### config.mk
export PLATFORM = sky130hd
export DESIGN_NAME = button_debounce_multiclick_flat
export DESIGN_NICKNAME = d
export VERILOG_FILES = /design/src/rtl/core/bdm_pkg.sv /design/src/rtl/core/bdm_if.sv /design/src/rtl/core/button_debounce_multiclick.sv /design/src/flat_wrapper.sv
export SDC_FILE = /design/constraint.sdc
export NUM_CORES = 1
export LEC_CHECK = 0
export BUFFER_PORTS_ARGS = -buffer_cell sky130_fd_sc_hd__buf_4
export CORE_MARGIN = 4
export CORE_UTILIZATION = 45
export CTS_CLUSTER_SIZE = 30
export DETAILED_ROUTE_END_ITERATION = 6
export PLACE_DENSITY = 0.67
export RECOVER_POWER = 50
export SLEW_MARGIN = 0
export SYNTH_ARGS = -nofsm -noshare
export SYNTH_HDL_FRONTEND = slang
export SYNTH_SLANG_ARGS = --single-unit
### constraint.sdc
create_clock -name i_clk -period 10.2 [get_ports i_clk]
set_input_delay 0 -clock i_clk [delete_from_list [all_inputs] [get_ports i_clk]]
set_output_delay 0 -clock i_clk [all_outputs]
set_load 0.01 [all_outputs]
### src/rtl/core/bdm_pkg.sv
// shared types and constants for the button debouncer with multi-click detection
package bdm_pkg;

    localparam int unsigned CFG_IDX_W  = 3;
    localparam int unsigned CFG_DATA_W = 16;
    localparam int unsigned AGE_W      = 17;
    localparam int unsigned CNT_W      = 8;

    typedef enum logic [CFG_IDX_W-1:0] {
        CFG_DEBOUNCE_TICKS = 3'd0,
        CFG_CLICK_TIMEOUT  = 3'd1,
        CFG_ACTIVE_LOW     = 3'd2,
        CFG_PRESS_TARGET   = 3'd3,
        CFG_RELEASE_TARGET = 3'd4
    } t_cfg_idx;

    localparam logic [15:0]      DEBOUNCE_RST       = 16'd50;
    localparam logic [15:0]      TIMEOUT_RST        = 16'd300;
    localparam logic             ACTIVE_LOW_RST     = 1'b1;
    localparam logic [CNT_W-1:0] PRESS_TARGET_RST   = 8'd2;
    localparam logic [CNT_W-1:0] RELEASE_TARGET_RST = 8'd2;

    localparam logic [AGE_W-1:0] AGE_MAX = {AGE_W{1'b1}};
    localparam logic [CNT_W-1:0] CNT_MAX = {CNT_W{1'b1}};

    typedef struct packed {
        logic             pressed;
        logic             released;
        logic             held;
        logic             changed;
        logic             press_toggle;
        logic             release_toggle;
        logic [CNT_W-1:0] press_count_out;
        logic [CNT_W-1:0] release_count_out;
        logic             multi_press;
        logic             multi_release;
    } t_result;

endpackage

### src/rtl/core/bdm_if.sv
// handshake channels: pin tick input, result output and register writes
interface bdm_in_if;
    logic valid;
    logic ready;
    logic pin_level;

    modport source (output valid, output pin_level, input ready);
    modport sink   (input valid, input pin_level, output ready);
endinterface

interface bdm_out_if;
    import bdm_pkg::*;
    logic             valid;
    logic             ready;
    logic             pressed;
    logic             released;
    logic             held;
    logic             changed;
    logic             press_toggle;
    logic             release_toggle;
    logic [CNT_W-1:0] press_count_out;
    logic [CNT_W-1:0] release_count_out;
    logic             multi_press;
    logic             multi_release;

    modport source (
        output valid, input ready,
        output pressed, output released, output held, output changed,
        output press_toggle, output release_toggle,
        output press_count_out, output release_count_out,
        output multi_press, output multi_release
    );
    modport sink (
        input valid, output ready,
        input pressed, input released, input held, input changed,
        input press_toggle, input release_toggle,
        input press_count_out, input release_count_out,
        input multi_press, input multi_release
    );
endinterface

interface bdm_cfg_if;
    import bdm_pkg::*;
    logic                  valid;
    logic                  ready;
    logic [CFG_IDX_W-1:0]  index;
    logic [CFG_DATA_W-1:0] data;

    modport source (output valid, output index, output data, input ready);
    modport sink   (input valid, input index, input data, output ready);
endinterface

### src/rtl/core/button_debounce_multiclick.sv
// button debouncer with press/release edges, toggles and multi-click counting
//
// usage: one beat on i_in per millisecond tick, carrying the raw pin level.
// every input beat produces exactly one result beat on o_out, in order.
// the tick is held in an input register, then one short pass of compare,
// increment and saturate logic updates the debounce and click state and
// loads the result register.
// throughput: one tick per cycle while o_out is not stalled; the state update
// loop (ages, levels, counts) closes in one combinational pass.
// stalls: while o_out.ready is low the result register holds; the input
// register still takes one more beat, after which i_in.ready drops until
// the result is taken.
// register writes on i_cfg are always accepted (ready tied high); indexes
// beyond the register list are dropped. write only while no tick is in flight.
// reset (synchronous, active low) clears all tick state and the valid flags of
// both pipeline slots and loads the register defaults: debounce 50, timeout 300,
// active low set, both click targets 2.
module button_debounce_multiclick (
    input  logic        i_clk,
    input  logic        i_rst_n,
    bdm_cfg_if.sink     i_cfg,
    bdm_in_if.sink      i_in,
    bdm_out_if.source   o_out
);
    import bdm_pkg::*;

    function automatic logic [AGE_W-1:0] age_inc(input logic [AGE_W-1:0] a);
        return (a == AGE_MAX) ? a : a + {{(AGE_W-1){1'b0}}, 1'b1};
    endfunction

    // configuration registers
    logic [15:0]      r_debounce;
    logic [15:0]      r_timeout;
    logic             r_active_low;
    logic [CNT_W-1:0] r_press_target;
    logic [CNT_W-1:0] r_release_target;

    // tick state
    logic [AGE_W-1:0] r_sample_age, n_sample_age;
    logic [AGE_W-1:0] r_press_age, n_press_age;
    logic [AGE_W-1:0] r_release_age, n_release_age;
    logic             r_level_now, n_level_now;
    logic             r_press_flip, n_press_flip;
    logic             r_release_flip, n_release_flip;
    logic [CNT_W-1:0] r_press_count, n_press_count;
    logic [CNT_W-1:0] r_release_count, n_release_count;

    // pipeline slots
    logic    r_s1_valid;
    logic    r_s1_pin;
    logic    r_out_valid;
    t_result r_out, n_out;

    logic s1_adv;
    logic in_beat;

    // combinational pass
    logic [AGE_W-1:0] samp_age_inc, p_age_inc, r_age_inc;
    logic             sample, lvl, chg, pr_edge, rl_edge;
    logic             p_in_time, r_in_time;
    logic [CNT_W-1:0] p_cnt, r_cnt;
    logic             multi_p, multi_r;

    assign s1_adv     = r_s1_valid && (!r_out_valid || o_out.ready);
    assign in_beat    = i_in.valid && i_in.ready;
    assign i_in.ready = !r_s1_valid || s1_adv;
    assign i_cfg.ready = 1'b1;

    always_comb begin
        samp_age_inc = age_inc(r_sample_age);
        p_age_inc    = age_inc(r_press_age);
        r_age_inc    = age_inc(r_release_age);

        sample  = samp_age_inc > {1'b0, r_debounce};
        lvl     = r_s1_pin ^ r_active_low;
        chg     = sample && (lvl != r_level_now);
        pr_edge = chg && lvl;
        rl_edge = chg && !lvl;

        n_sample_age   = sample ? '0 : samp_age_inc;
        n_level_now    = sample ? lvl : r_level_now;
        n_press_flip   = r_press_flip ^ pr_edge;
        n_release_flip = r_release_flip ^ rl_edge;

        p_in_time = p_age_inc <= {1'b0, r_timeout};
        r_in_time = r_age_inc <= {1'b0, r_timeout};

        // press counting; an edge after the timeout restarts at one
        if (pr_edge) begin
            if (p_in_time) begin
                p_cnt = (r_press_count == CNT_MAX) ? CNT_MAX
                                                   : r_press_count + {{(CNT_W-1){1'b0}}, 1'b1};
            end else begin
                p_cnt = {{(CNT_W-1){1'b0}}, 1'b1};
            end
            n_press_age = '0;
        end else begin
            p_cnt       = p_in_time ? r_press_count : '0;
            n_press_age = p_age_inc;
        end

        if (rl_edge) begin
            if (r_in_time) begin
                r_cnt = (r_release_count == CNT_MAX) ? CNT_MAX
                                                     : r_release_count + {{(CNT_W-1){1'b0}}, 1'b1};
            end else begin
                r_cnt = {{(CNT_W-1){1'b0}}, 1'b1};
            end
            n_release_age = '0;
        end else begin
            r_cnt         = r_in_time ? r_release_count : '0;
            n_release_age = r_age_inc;
        end

        multi_p         = p_cnt == r_press_target;
        multi_r         = r_cnt == r_release_target;
        n_press_count   = multi_p ? '0 : p_cnt;
        n_release_count = multi_r ? '0 : r_cnt;

        n_out.pressed           = pr_edge;
        n_out.released          = rl_edge;
        n_out.held              = n_level_now;
        n_out.changed           = chg;
        n_out.press_toggle      = n_press_flip;
        n_out.release_toggle    = n_release_flip;
        n_out.press_count_out   = p_cnt;
        n_out.release_count_out = r_cnt;
        n_out.multi_press       = multi_p;
        n_out.multi_release     = multi_r;
    end

    always_ff @(posedge i_clk) begin
        if (!i_rst_n) begin
            r_debounce       <= DEBOUNCE_RST;
            r_timeout        <= TIMEOUT_RST;
            r_active_low     <= ACTIVE_LOW_RST;
            r_press_target   <= PRESS_TARGET_RST;
            r_release_target <= RELEASE_TARGET_RST;
        end else if (i_cfg.valid && i_cfg.ready) begin
            unique case (i_cfg.index)
                CFG_DEBOUNCE_TICKS: r_debounce       <= i_cfg.data;
                CFG_CLICK_TIMEOUT:  r_timeout        <= i_cfg.data;
                CFG_ACTIVE_LOW:     r_active_low     <= i_cfg.data[0];
                CFG_PRESS_TARGET:   r_press_target   <= i_cfg.data[CNT_W-1:0];
                CFG_RELEASE_TARGET: r_release_target <= i_cfg.data[CNT_W-1:0];
                default: ;
            endcase
        end
    end

    always_ff @(posedge i_clk) begin
        if (!i_rst_n) begin
            r_sample_age    <= '0;
            r_press_age     <= '0;
            r_release_age   <= '0;
            r_level_now     <= 1'b0;
            r_press_flip    <= 1'b0;
            r_release_flip  <= 1'b0;
            r_press_count   <= '0;
            r_release_count <= '0;
        end else if (s1_adv) begin
            r_sample_age    <= n_sample_age;
            r_press_age     <= n_press_age;
            r_release_age   <= n_release_age;
            r_level_now     <= n_level_now;
            r_press_flip    <= n_press_flip;
            r_release_flip  <= n_release_flip;
            r_press_count   <= n_press_count;
            r_release_count <= n_release_count;
        end
    end

    always_ff @(posedge i_clk) begin
        if (!i_rst_n) begin
            r_s1_valid  <= 1'b0;
            r_out_valid <= 1'b0;
        end else begin
            if (in_beat) begin
                r_s1_valid <= 1'b1;
            end else if (s1_adv) begin
                r_s1_valid <= 1'b0;
            end
            if (s1_adv) begin
                r_out_valid <= 1'b1;
            end else if (o_out.ready) begin
                r_out_valid <= 1'b0;
            end
        end
    end

    // payload registers
    always_ff @(posedge i_clk) begin
        if (in_beat) begin
            r_s1_pin <= i_in.pin_level;
        end
        if (s1_adv) begin
            r_out <= n_out;
        end
    end

    assign o_out.valid             = r_out_valid;
    assign o_out.pressed           = r_out.pressed;
    assign o_out.released          = r_out.released;
    assign o_out.held              = r_out.held;
    assign o_out.changed           = r_out.changed;
    assign o_out.press_toggle      = r_out.press_toggle;
    assign o_out.release_toggle    = r_out.release_toggle;
    assign o_out.press_count_out   = r_out.press_count_out;
    assign o_out.release_count_out = r_out.release_count_out;
    assign o_out.multi_press       = r_out.multi_press;
    assign o_out.multi_release     = r_out.multi_release;

endmodule

### src/flat_wrapper.sv
// flat-port wrapper written by rule: the top's interface ports become plain ports
module button_debounce_multiclick_flat import bdm_pkg::*;
  (i_clk, i_rst_n, i_cfg_valid, i_cfg_index, i_cfg_data, i_cfg_ready, i_in_valid, i_in_pin_level, i_in_ready, o_out_valid, o_out_ready, o_out_pressed, o_out_released, o_out_held, o_out_changed, o_out_press_toggle, o_out_release_toggle, o_out_press_count_out, o_out_release_count_out, o_out_multi_press, o_out_multi_release);
  bdm_cfg_if i_cfg_i ();
  bdm_in_if i_in_i ();
  bdm_out_if o_out_i ();
  input  logic i_clk;
  input  logic i_rst_n;
  input wire logic [$bits(i_cfg_i.valid)-1:0] i_cfg_valid;
  input wire logic [$bits(i_cfg_i.index)-1:0] i_cfg_index;
  input wire logic [$bits(i_cfg_i.data)-1:0] i_cfg_data;
  output wire logic [$bits(i_cfg_i.ready)-1:0] i_cfg_ready;
  input wire logic [$bits(i_in_i.valid)-1:0] i_in_valid;
  input wire logic [$bits(i_in_i.pin_level)-1:0] i_in_pin_level;
  output wire logic [$bits(i_in_i.ready)-1:0] i_in_ready;
  output wire logic [$bits(o_out_i.valid)-1:0] o_out_valid;
  input wire logic [$bits(o_out_i.ready)-1:0] o_out_ready;
  output wire logic [$bits(o_out_i.pressed)-1:0] o_out_pressed;
  output wire logic [$bits(o_out_i.released)-1:0] o_out_released;
  output wire logic [$bits(o_out_i.held)-1:0] o_out_held;
  output wire logic [$bits(o_out_i.changed)-1:0] o_out_changed;
  output wire logic [$bits(o_out_i.press_toggle)-1:0] o_out_press_toggle;
  output wire logic [$bits(o_out_i.release_toggle)-1:0] o_out_release_toggle;
  output wire logic [$bits(o_out_i.press_count_out)-1:0] o_out_press_count_out;
  output wire logic [$bits(o_out_i.release_count_out)-1:0] o_out_release_count_out;
  output wire logic [$bits(o_out_i.multi_press)-1:0] o_out_multi_press;
  output wire logic [$bits(o_out_i.multi_release)-1:0] o_out_multi_release;
  assign i_cfg_i.valid = i_cfg_valid;
  assign i_cfg_i.index = i_cfg_index;
  assign i_cfg_i.data = i_cfg_data;
  assign i_cfg_ready = i_cfg_i.ready;
  assign i_in_i.valid = i_in_valid;
  assign i_in_i.pin_level = i_in_pin_level;
  assign i_in_ready = i_in_i.ready;
  assign o_out_valid = o_out_i.valid;
  assign o_out_i.ready = o_out_ready;
  assign o_out_pressed = o_out_i.pressed;
  assign o_out_released = o_out_i.released;
  assign o_out_held = o_out_i.held;
  assign o_out_changed = o_out_i.changed;
  assign o_out_press_toggle = o_out_i.press_toggle;
  assign o_out_release_toggle = o_out_i.release_toggle;
  assign o_out_press_count_out = o_out_i.press_count_out;
  assign o_out_release_count_out = o_out_i.release_count_out;
  assign o_out_multi_press = o_out_i.multi_press;
  assign o_out_multi_release = o_out_i.multi_release;
  button_debounce_multiclick u_core (.i_clk(i_clk), .i_rst_n(i_rst_n), .i_cfg(i_cfg_i), .i_in(i_in_i), .o_out(o_out_i));
endmodule
=== Word level (Yosys, flattened, before mapping) ===
Index checks and enable logic that the tools add are counted.

* Add/sub/neg operators: 5
* Order comparisons: 3
* Eq/ne operators: 12
* Mux-type cells: 21
* Bitwise operators: 3
* Reductions and logical operators: 18

{| class="wikitable"
|+ Operator list
! cell !! count
|-
| $mux W17 || 6
|-
| $mux W8 || 10
|-
| $add A17 B1 Y17 const B || 3
|-
| $eq A17 B17 Y1 const B || 3
|-
| $le A17 B16 Y1 || 2
|-
| $gt A17 B16 Y1 || 1
|-
| $add A8 B1 Y8 const B || 2
|-
| $eq A8 B8 Y1 || 2
|-
| $eq A8 B8 Y1 const B || 2
|-
| $reduce_and A2 Y1 || 5
|-
| $eq A3 B2 Y1 const B || 2
|-
| $logic_and A1 B1 Y1 || 5
|-
| $mux W1 || 5
|-
| $reduce_bool A2 Y1 || 2
|-
| $eq A3 B1 Y1 const B || 1
|-
| $eq A3 B3 Y1 const B || 1
|-
| $logic_not A1 Y1 || 3
|-
| $logic_not A3 Y1 || 1
|-
| $xor A1 B1 Y1 || 3
|-
| $logic_or A1 B1 Y1 || 2
|-
| $ne A1 B1 Y1 || 1
|}

* Register bits after elaboration: 146
* Input port bits: 25
* Output and inout port bits: 27

=== Logic depth before layout (Yosys ltp) ===
* Depth in word-level cells: 8
* Mapped depth: 25

=== Worst setup path after synthesis ===
No wires, ideal clock.

* Path kind: register -> register
* Start: register u_core.r_release_age[0]
* End: register u_core.r_release_count[4]
* Setup time: 117 ps
* Data arrival time: 4845 ps
* Required time: 10083 ps
* Slack: 5238 ps
* Stages on the path, launching flop included: 22
* Clock period less this slack: 4962 ps
* Cell sequence: dfxtp_1 > ha_1 > nand3_1 > nor4_1 > a21oi_1 > and3_1 > and3_1 > nor2b_1 > nand3_1 > xnor2_1 > ha_1 > nand4_1 > nor3_1 > a211oi_1 > a31oi_1 > or3_2 > clkbuf_1 > a311oi_2 > xor2_1 > nor3_2 > nand4_4 > a32o_1

* Cells in the longest elaborated chain, start to end: 7
* Elaborated cells between the ends (all ways): 9
* Those cells by class: 1 x add/sub; 1 x order compare; 2 x eq/ne; 5 x mux

{| class="wikitable"
|+ Ends and longest elaborated chain
! item !! line !! source
|-
| from (decl) || button_debounce_multiclick.sv:41 || <nowiki>logic [AGE_W-1:0] r_release_age, n_release_age;</nowiki>
|-
| from (signal assigned) || button_debounce_multiclick.sv:164 || <nowiki>r_release_age <= n_release_age;</nowiki>
|-
| $add A17 B1 Y17 or $eq A17 B17 Y1 (tied branches) || button_debounce_multiclick.sv:28 || <nowiki>return (a == AGE_MAX) ? a : a + {{(AGE_W-1){1'b0}}, 1'b1};</nowiki>
|-
| $mux W17 (*) || button_debounce_multiclick.sv:28 ||
|-
| $le A17 B16 Y1 (*) || button_debounce_multiclick.sv:86 || <nowiki>r_in_time = r_age_inc <= {1'b0, r_timeout};</nowiki>
|-
| $mux W8, on equally long branches || button_debounce_multiclick.sv:111, button_debounce_multiclick.sv:103 ||
|-
| $mux W8 (*) || button_debounce_multiclick.sv:102 || <nowiki>if (rl_edge) begin</nowiki>
|-
| named net u_core.r_cnt[1] || button_debounce_multiclick.sv:61 || <nowiki>logic [CNT_W-1:0] p_cnt, r_cnt;</nowiki>
|-
| $eq A8 B8 Y1 (*) || button_debounce_multiclick.sv:116 || <nowiki>multi_r = r_cnt == r_release_target;</nowiki>
|-
| $mux W8 (*) || button_debounce_multiclick.sv:118 || <nowiki>n_release_count = multi_r ? '0 : r_cnt;</nowiki>
|-
| to (signal assigned) || button_debounce_multiclick.sv:169 || <nowiki>r_release_count <= n_release_count;</nowiki>
|-
| to (decl) || button_debounce_multiclick.sv:46 || <nowiki>logic [CNT_W-1:0] r_release_count, n_release_count;</nowiki>
|}

Mark *: on every way through the listed nets, which the timed path passes. The rest lies on a longest branch.
A chain may end at the register's enable or synchronous reset.

=== Worst setup path in the final report ===
* Start: register u_core.r_sample_age[0]
* End: register u_core.r_press_count[5]

* Cells in the longest elaborated chain, start to end: 8
* Elaborated cells between the ends (all ways): 9
* Those cells by class: 1 x add/sub; 1 x order compare; 2 x eq/ne; 3 x mux; 2 x reduce/logical

{| class="wikitable"
|+ Ends and longest elaborated chain
! item !! line !! source
|-
| from (decl) || button_debounce_multiclick.sv:39 || <nowiki>logic [AGE_W-1:0] r_sample_age, n_sample_age;</nowiki>
|-
| from (signal assigned) || button_debounce_multiclick.sv:162 || <nowiki>r_sample_age <= n_sample_age;</nowiki>
|-
| $add A17 B1 Y17 or $eq A17 B17 Y1 (tied branches) || button_debounce_multiclick.sv:28 ||
|-
| $mux W17 (*) || button_debounce_multiclick.sv:28 ||
|-
| $gt A17 B16 Y1 (*) || button_debounce_multiclick.sv:74 || <nowiki>sample = samp_age_inc > {1'b0, r_debounce};</nowiki>
|-
| $logic_and A1 B1 Y1 (*) || button_debounce_multiclick.sv:76 || <nowiki>chg = sample && (lvl != r_level_now);</nowiki>
|-
| $logic_and A1 B1 Y1 (*) || button_debounce_multiclick.sv:77 || <nowiki>pr_edge = chg && lvl;</nowiki>
|-
| $mux W8 (*) || button_debounce_multiclick.sv:89 || <nowiki>if (pr_edge) begin</nowiki>
|-
| $eq A8 B8 Y1 || button_debounce_multiclick.sv:115 || <nowiki>multi_p = p_cnt == r_press_target;</nowiki>
|-
| $mux W8 (*) || button_debounce_multiclick.sv:117 || <nowiki>n_press_count = multi_p ? '0 : p_cnt;</nowiki>
|-
| to (signal assigned) || button_debounce_multiclick.sv:168 || <nowiki>r_press_count <= n_press_count;</nowiki>
|-
| to (decl) || button_debounce_multiclick.sv:45 || <nowiki>logic [CNT_W-1:0] r_press_count, n_press_count;</nowiki>
|}

Every way passes the cells marked *; elsewhere a longest branch is shown, timed or not.

==> impl_summary.md <==
Place
Once detailed placement completed, the half-perimeter wirelength came to ~15000 um. Before CTS, the worst setup slack after placement is around 4400 ps. The number of buffers added on ports is 50. The final weighted congestion of routability-driven global placement is 0.867.

Worst setup path
The worst register-to-register path begins at u_core.r_sample_age[0]. The maximum fanout count along the critical path is 25. The count of cells along the worst register-to-register path is 22. The source of the critical timing path is u_core.r_sample_age[0]. The category of the worst setup path launch point is a flip-flop. For the worst setup path, the data required time is between 10000 and 15000 ps. The worst setup path is captured at a flip-flop.

The capture instance of the worst register-to-register path is u_core.r_press_count[5]. The critical path is of the flip-flop to flip-flop type. The setup check on the worst reg-to-reg path leaves a slack of 4280 ps. The endpoint arrival time on the critical path is roughly 6200 ps.

Layout
Compared with the post-synthesis result, the final layout area differs by 13.8%. The fraction of layout cells with a size suffix above 1 is between 8 and 9%. The number of antenna cells inserted is 0. After filler insertion, the fill cell instance count of the layout stands at between 1500 and 2000. In the final design database the tool counted between 1000 and 1500 nets.

Hold path
The worst hold path startpoint is i_cfg_index[2]. The worst hold path class is primary input to flip-flop. For hold timing, the worst endpoint is u_core.r_active_low.

The number of cells on the worst hold path is 4.

Clock tree
TritonCTS built the clock tree. Once the clock tree was built, the resizer swapped 0 gates to a different size. CTS saw between 100 and 150 sinks.

Clock-pin slew was measured on the worst setup and hold paths at ~70 ps. The setup fix buffers added after clock tree synthesis is 0. Buffers inserted to repair hold after CTS numbered 27.

The buffer type at the clock tree root is clkbuf_16. The clock latency at the later pin of the worst-skew pair is about 430 ps. CTS built an H-tree with a depth of 4.

No sink is reached through more buffers than the 2 on the longest clock path. The number of clock buffers inserted by TritonCTS is 17.

Synthesis
In this run, synthesis produced a sequential element count of about 150. The fraction of synthesized cell area in xor and xnor cells is between 5 and 6%. After synthesis, the largest area contributor takes up 28.2% of total cell area. The proportion of synthesized area in mux cells is 1.01%. In the synthesized netlist the async set-or-reset flop fraction comes to 0%.

The dominant synthesized flop cell is dfxtp_1. After Yosys synthesis, full adders, half adders and majority gates account for a little under 8% of the synthesized area. dfxtp_1 takes more of the synthesized area than any other cell. The synthesized design contains 25 enable-type register cells. After synthesis the cells add up to 8590 sq um. Synthesis produced a netlist whose cell count is a little under 1000. Sequential cells were found to cover 37.0% of the synthesized design area. The Yosys warning count is 0. The synthesized netlist devotes ~20% of its cell area to compound gates. Synthesis produced a netlist with a net count of 1071.

The combinational family with the most area after synthesis is simple AND/OR/NAND/NOR gates. The number of distinct library cells after synthesis is between 80 and 90. Averaged over all synthesized cells, the footprint is around 8.6 sq um. The basic-gate share of the synthesized area counting and, or, nand and nor cells is approximately a quarter. Ranked by total cell area, the synthesized netlist is headed by dfxtp_1 28%, edfxtp_1 8.7%, ha_1 7.7%.

Floorplan
The die span in y is about 150 um. The number of primary I/O pins is 52. In this run the horizontal extent of the chip is between 100 and 150 um. The floorplan has 50 rows. The core region area is between 15000 and 20000 sq um.

The overall die area is between 20000 and 25000 sq um. The effective utilization at floorplan is around 46%.

Drt
Summed over all layers, the routed wires come to about 22000 um. The detailed-routing iteration count for the pre-antenna-repair pass is 5. In the final routed layout, each cell accounts on average for around 17 um.

Using the TritonRoute via totals, the vias-per-cell ratio works out to roughly 5.6. In the routed design, unresolved DRC markers number 0. The number of DRC markers in iteration 0 is 412.

The routed layout has ~7300 vias. The antenna violation net count after detailed routing is 0.

GRT
The maximum number of pins on one net before global-route repair is 63. The number of global-route vias before repair came to approximately 7000. Across every metal layer, demand over resource in global routing totals around a fifth. The number of antenna violations at the first check in global routing is 0. Global routing finished with a remaining overflow of 0. The first-pass GRT wire length is 35600 um.

Timing
Of the available clock period, the critical path in the final layout requires 58.1%. Timing would allow up to between 150 and 200 MHz. Setup repair after global routing left no endpoint under its margin. The final-layout setup total negative slack is 0 ps. The actual slew at the worst max-slew pin is roughly 2800 ps. In this run the tightest slew margin relative to its limit is -87.2%.

The clock period minus worst slack is between 5000 and 6000 ps. Setup violations remaining at the end of the flow were counted as 0. Across the routed clock network, the largest skew measured is approximately 10 ps. The number of pins with negative max-slew slack in the final report came to 207. The count of endpoints failing hold in the final timing report came to 0. The worst path meets setup with about 4300 ps of slack.

The worst hold slack after final layout is between 40 and 50 ps.

Pwr
The worst IR drop on VDD is roughly 120 uV. The total design power is 1.29 mW. The reported leakage power is approximately 3.6 nW. The power per unit of standard cell area is ~130 nW/um^2.

Status
The final reports fail on capacitance limit, slew limit. The run finished, with violations left.

Run
Max-cap violations in this run came to 4.
[metrics by stage]
stage | cells | util, % | instance area (sq um)
2_1_floorplan | 993 | - | 8590
3_3_place_gp | 1231 | 48.4 | 9050
3_5_place_dp | 1231 | 48.4 | 9050
4_1_cts | 1290 | 52.9 | 9890
5_1_grt | 1290 | 52.3 | 9770
6_report | 1290 | 52.3 | 9770
[final cells by class]
class,count,area (sq um),area share (%)
well taps,234,293,3.00
multi-input cells,748,4990,51.0
repair buffers,81,559,5.72
inverters,49,191,1.96
clock inverters,15,143,1.46
flip-flops and latches,146,3170,32.5
clock buffers,17,425,4.35
[synthesized netlist by cell type (all sizes together), types with 8 or more instances]
library cell / n
and2: 16
edfxtp: 25
a21oi: 46
a211oi: 8
a22oi: 17
a21boi: 51
nand2: 146
nor2: 38
dfxtp: 121
buf: 11
xor2: 23
xnor2: 34
nor2b: 43
nand3b: 11
inv: 48
ha: 53
o21a: 12
o211ai: 11
nor3: 30
o21ai: 41
nand4: 22
clkbuf: 38
a31oi: 9
nand3: 39
a32o: 9
and3: 17
[power breakdown]
part           internal [mW]  switching, mW  leakage [nW]  total, mW
Sequential             0.596        0.00618          1.21      0.603
Clock                  0.322          0.278         0.270      0.600
Combinational         0.0344         0.0519          2.13     0.0863
[layout by cell type, fill, tap and decap left out, drive strengths merged, types with 4 or more instances in the layout]
| master | instances |
|---|---|
| a211oi | 8 |
| a21boi | 51 |
| a21oi | 46 |
| a22o | 7 |
| a22oi | 17 |
| a311oi | 6 |
| a31oi | 9 |
| a32o | 9 |
| and2 | 16 |
| and3 | 17 |
| and4 | 4 |
| buf | 22 |
| clkbuf | 49 |
| clkinv | 6 |
| dfxtp | 121 |
| dlygate4sd3 | 27 |
| edfxtp | 25 |
| ha | 53 |
| inv | 55 |
| mux2i | 4 |
| nand2 | 146 |
| nand3 | 39 |
| nand3b | 11 |
| nand4 | 22 |
| nor2 | 38 |
| nor2b | 43 |
| nor3 | 30 |
| nor4 | 7 |
| o211ai | 11 |
| o21a | 12 |
| o21ai | 41 |
| xnor2 | 34 |
| xor2 | 23 |
[worst max-delay path: stages (launching register included)]
cell	delay [ps]
dfxtp_1	410
ha_1	230
nand4_1	100
nor4_1	540
nand2_1	220
and4_1	330
nand2_1	130
nor3_1	110
nand3_1	160
xnor2_1	100
ha_1	320
nand3_2	110
or4_4	590
o41a_1	460
o31ai_4	70
buf_4	340
inv_4	190
a31oi_1	310
a2111oi_0	140
nor4b_2	290
nand3_1	160
and2_1	280
a22o_1	210
[cells by family after synthesis]
logic type / after synthesis
and+or+nand+nor: 391
AOI/OAI and AO/OA: 239
DFF: 146
buffers and inverters: 99
xor gates and xnor gates: 57
adders and majority gates: 53
muxes: 7
other: 1
[layer usage]
layer / GRT usage, % / vias up / routed length (um)
met5: 0 / - / 0
met4: 6.40 / 0 / 403
met3: 3.66 / 34 / 947
met2: 34.3 / 165 / 10300
met1: 26.6 / 3420 / 10000
li1: - / 3656 / -
[state kept, by name, indices dropped and copies added (netlist names), 8 cells and up]
signal                          cells
u_core.r_release_count              8
u_core.r_press_age                 17
u_core.o_out.press_count_out        8
u_core.r_sample_age                17
u_core.r_debounce                  16
u_core.r_timeout                   16
u_core.o_out.release_count_out      8
u_core.r_release_age               17
u_core.r_press_count                8
u_core.r_press_target               8
u_core.r_release_target             8
[worst max-delay path by stage]
stage,cells past startpoint,slack (ps),end
2_1_floorplan,21,5240,u_core.r_release_count[4]
3_3_place_gp,22,4420,u_core.r_press_count[0]
3_5_place_dp,22,4400,u_core.r_press_count[4]
4_1_cts,22,4310,u_core.r_press_count[3]
5_1_grt,22,3840,u_core.r_press_count[3]
6_report,22,4280,u_core.r_press_count[5]
No activity file was read; power rests on OpenSTA's default activity.
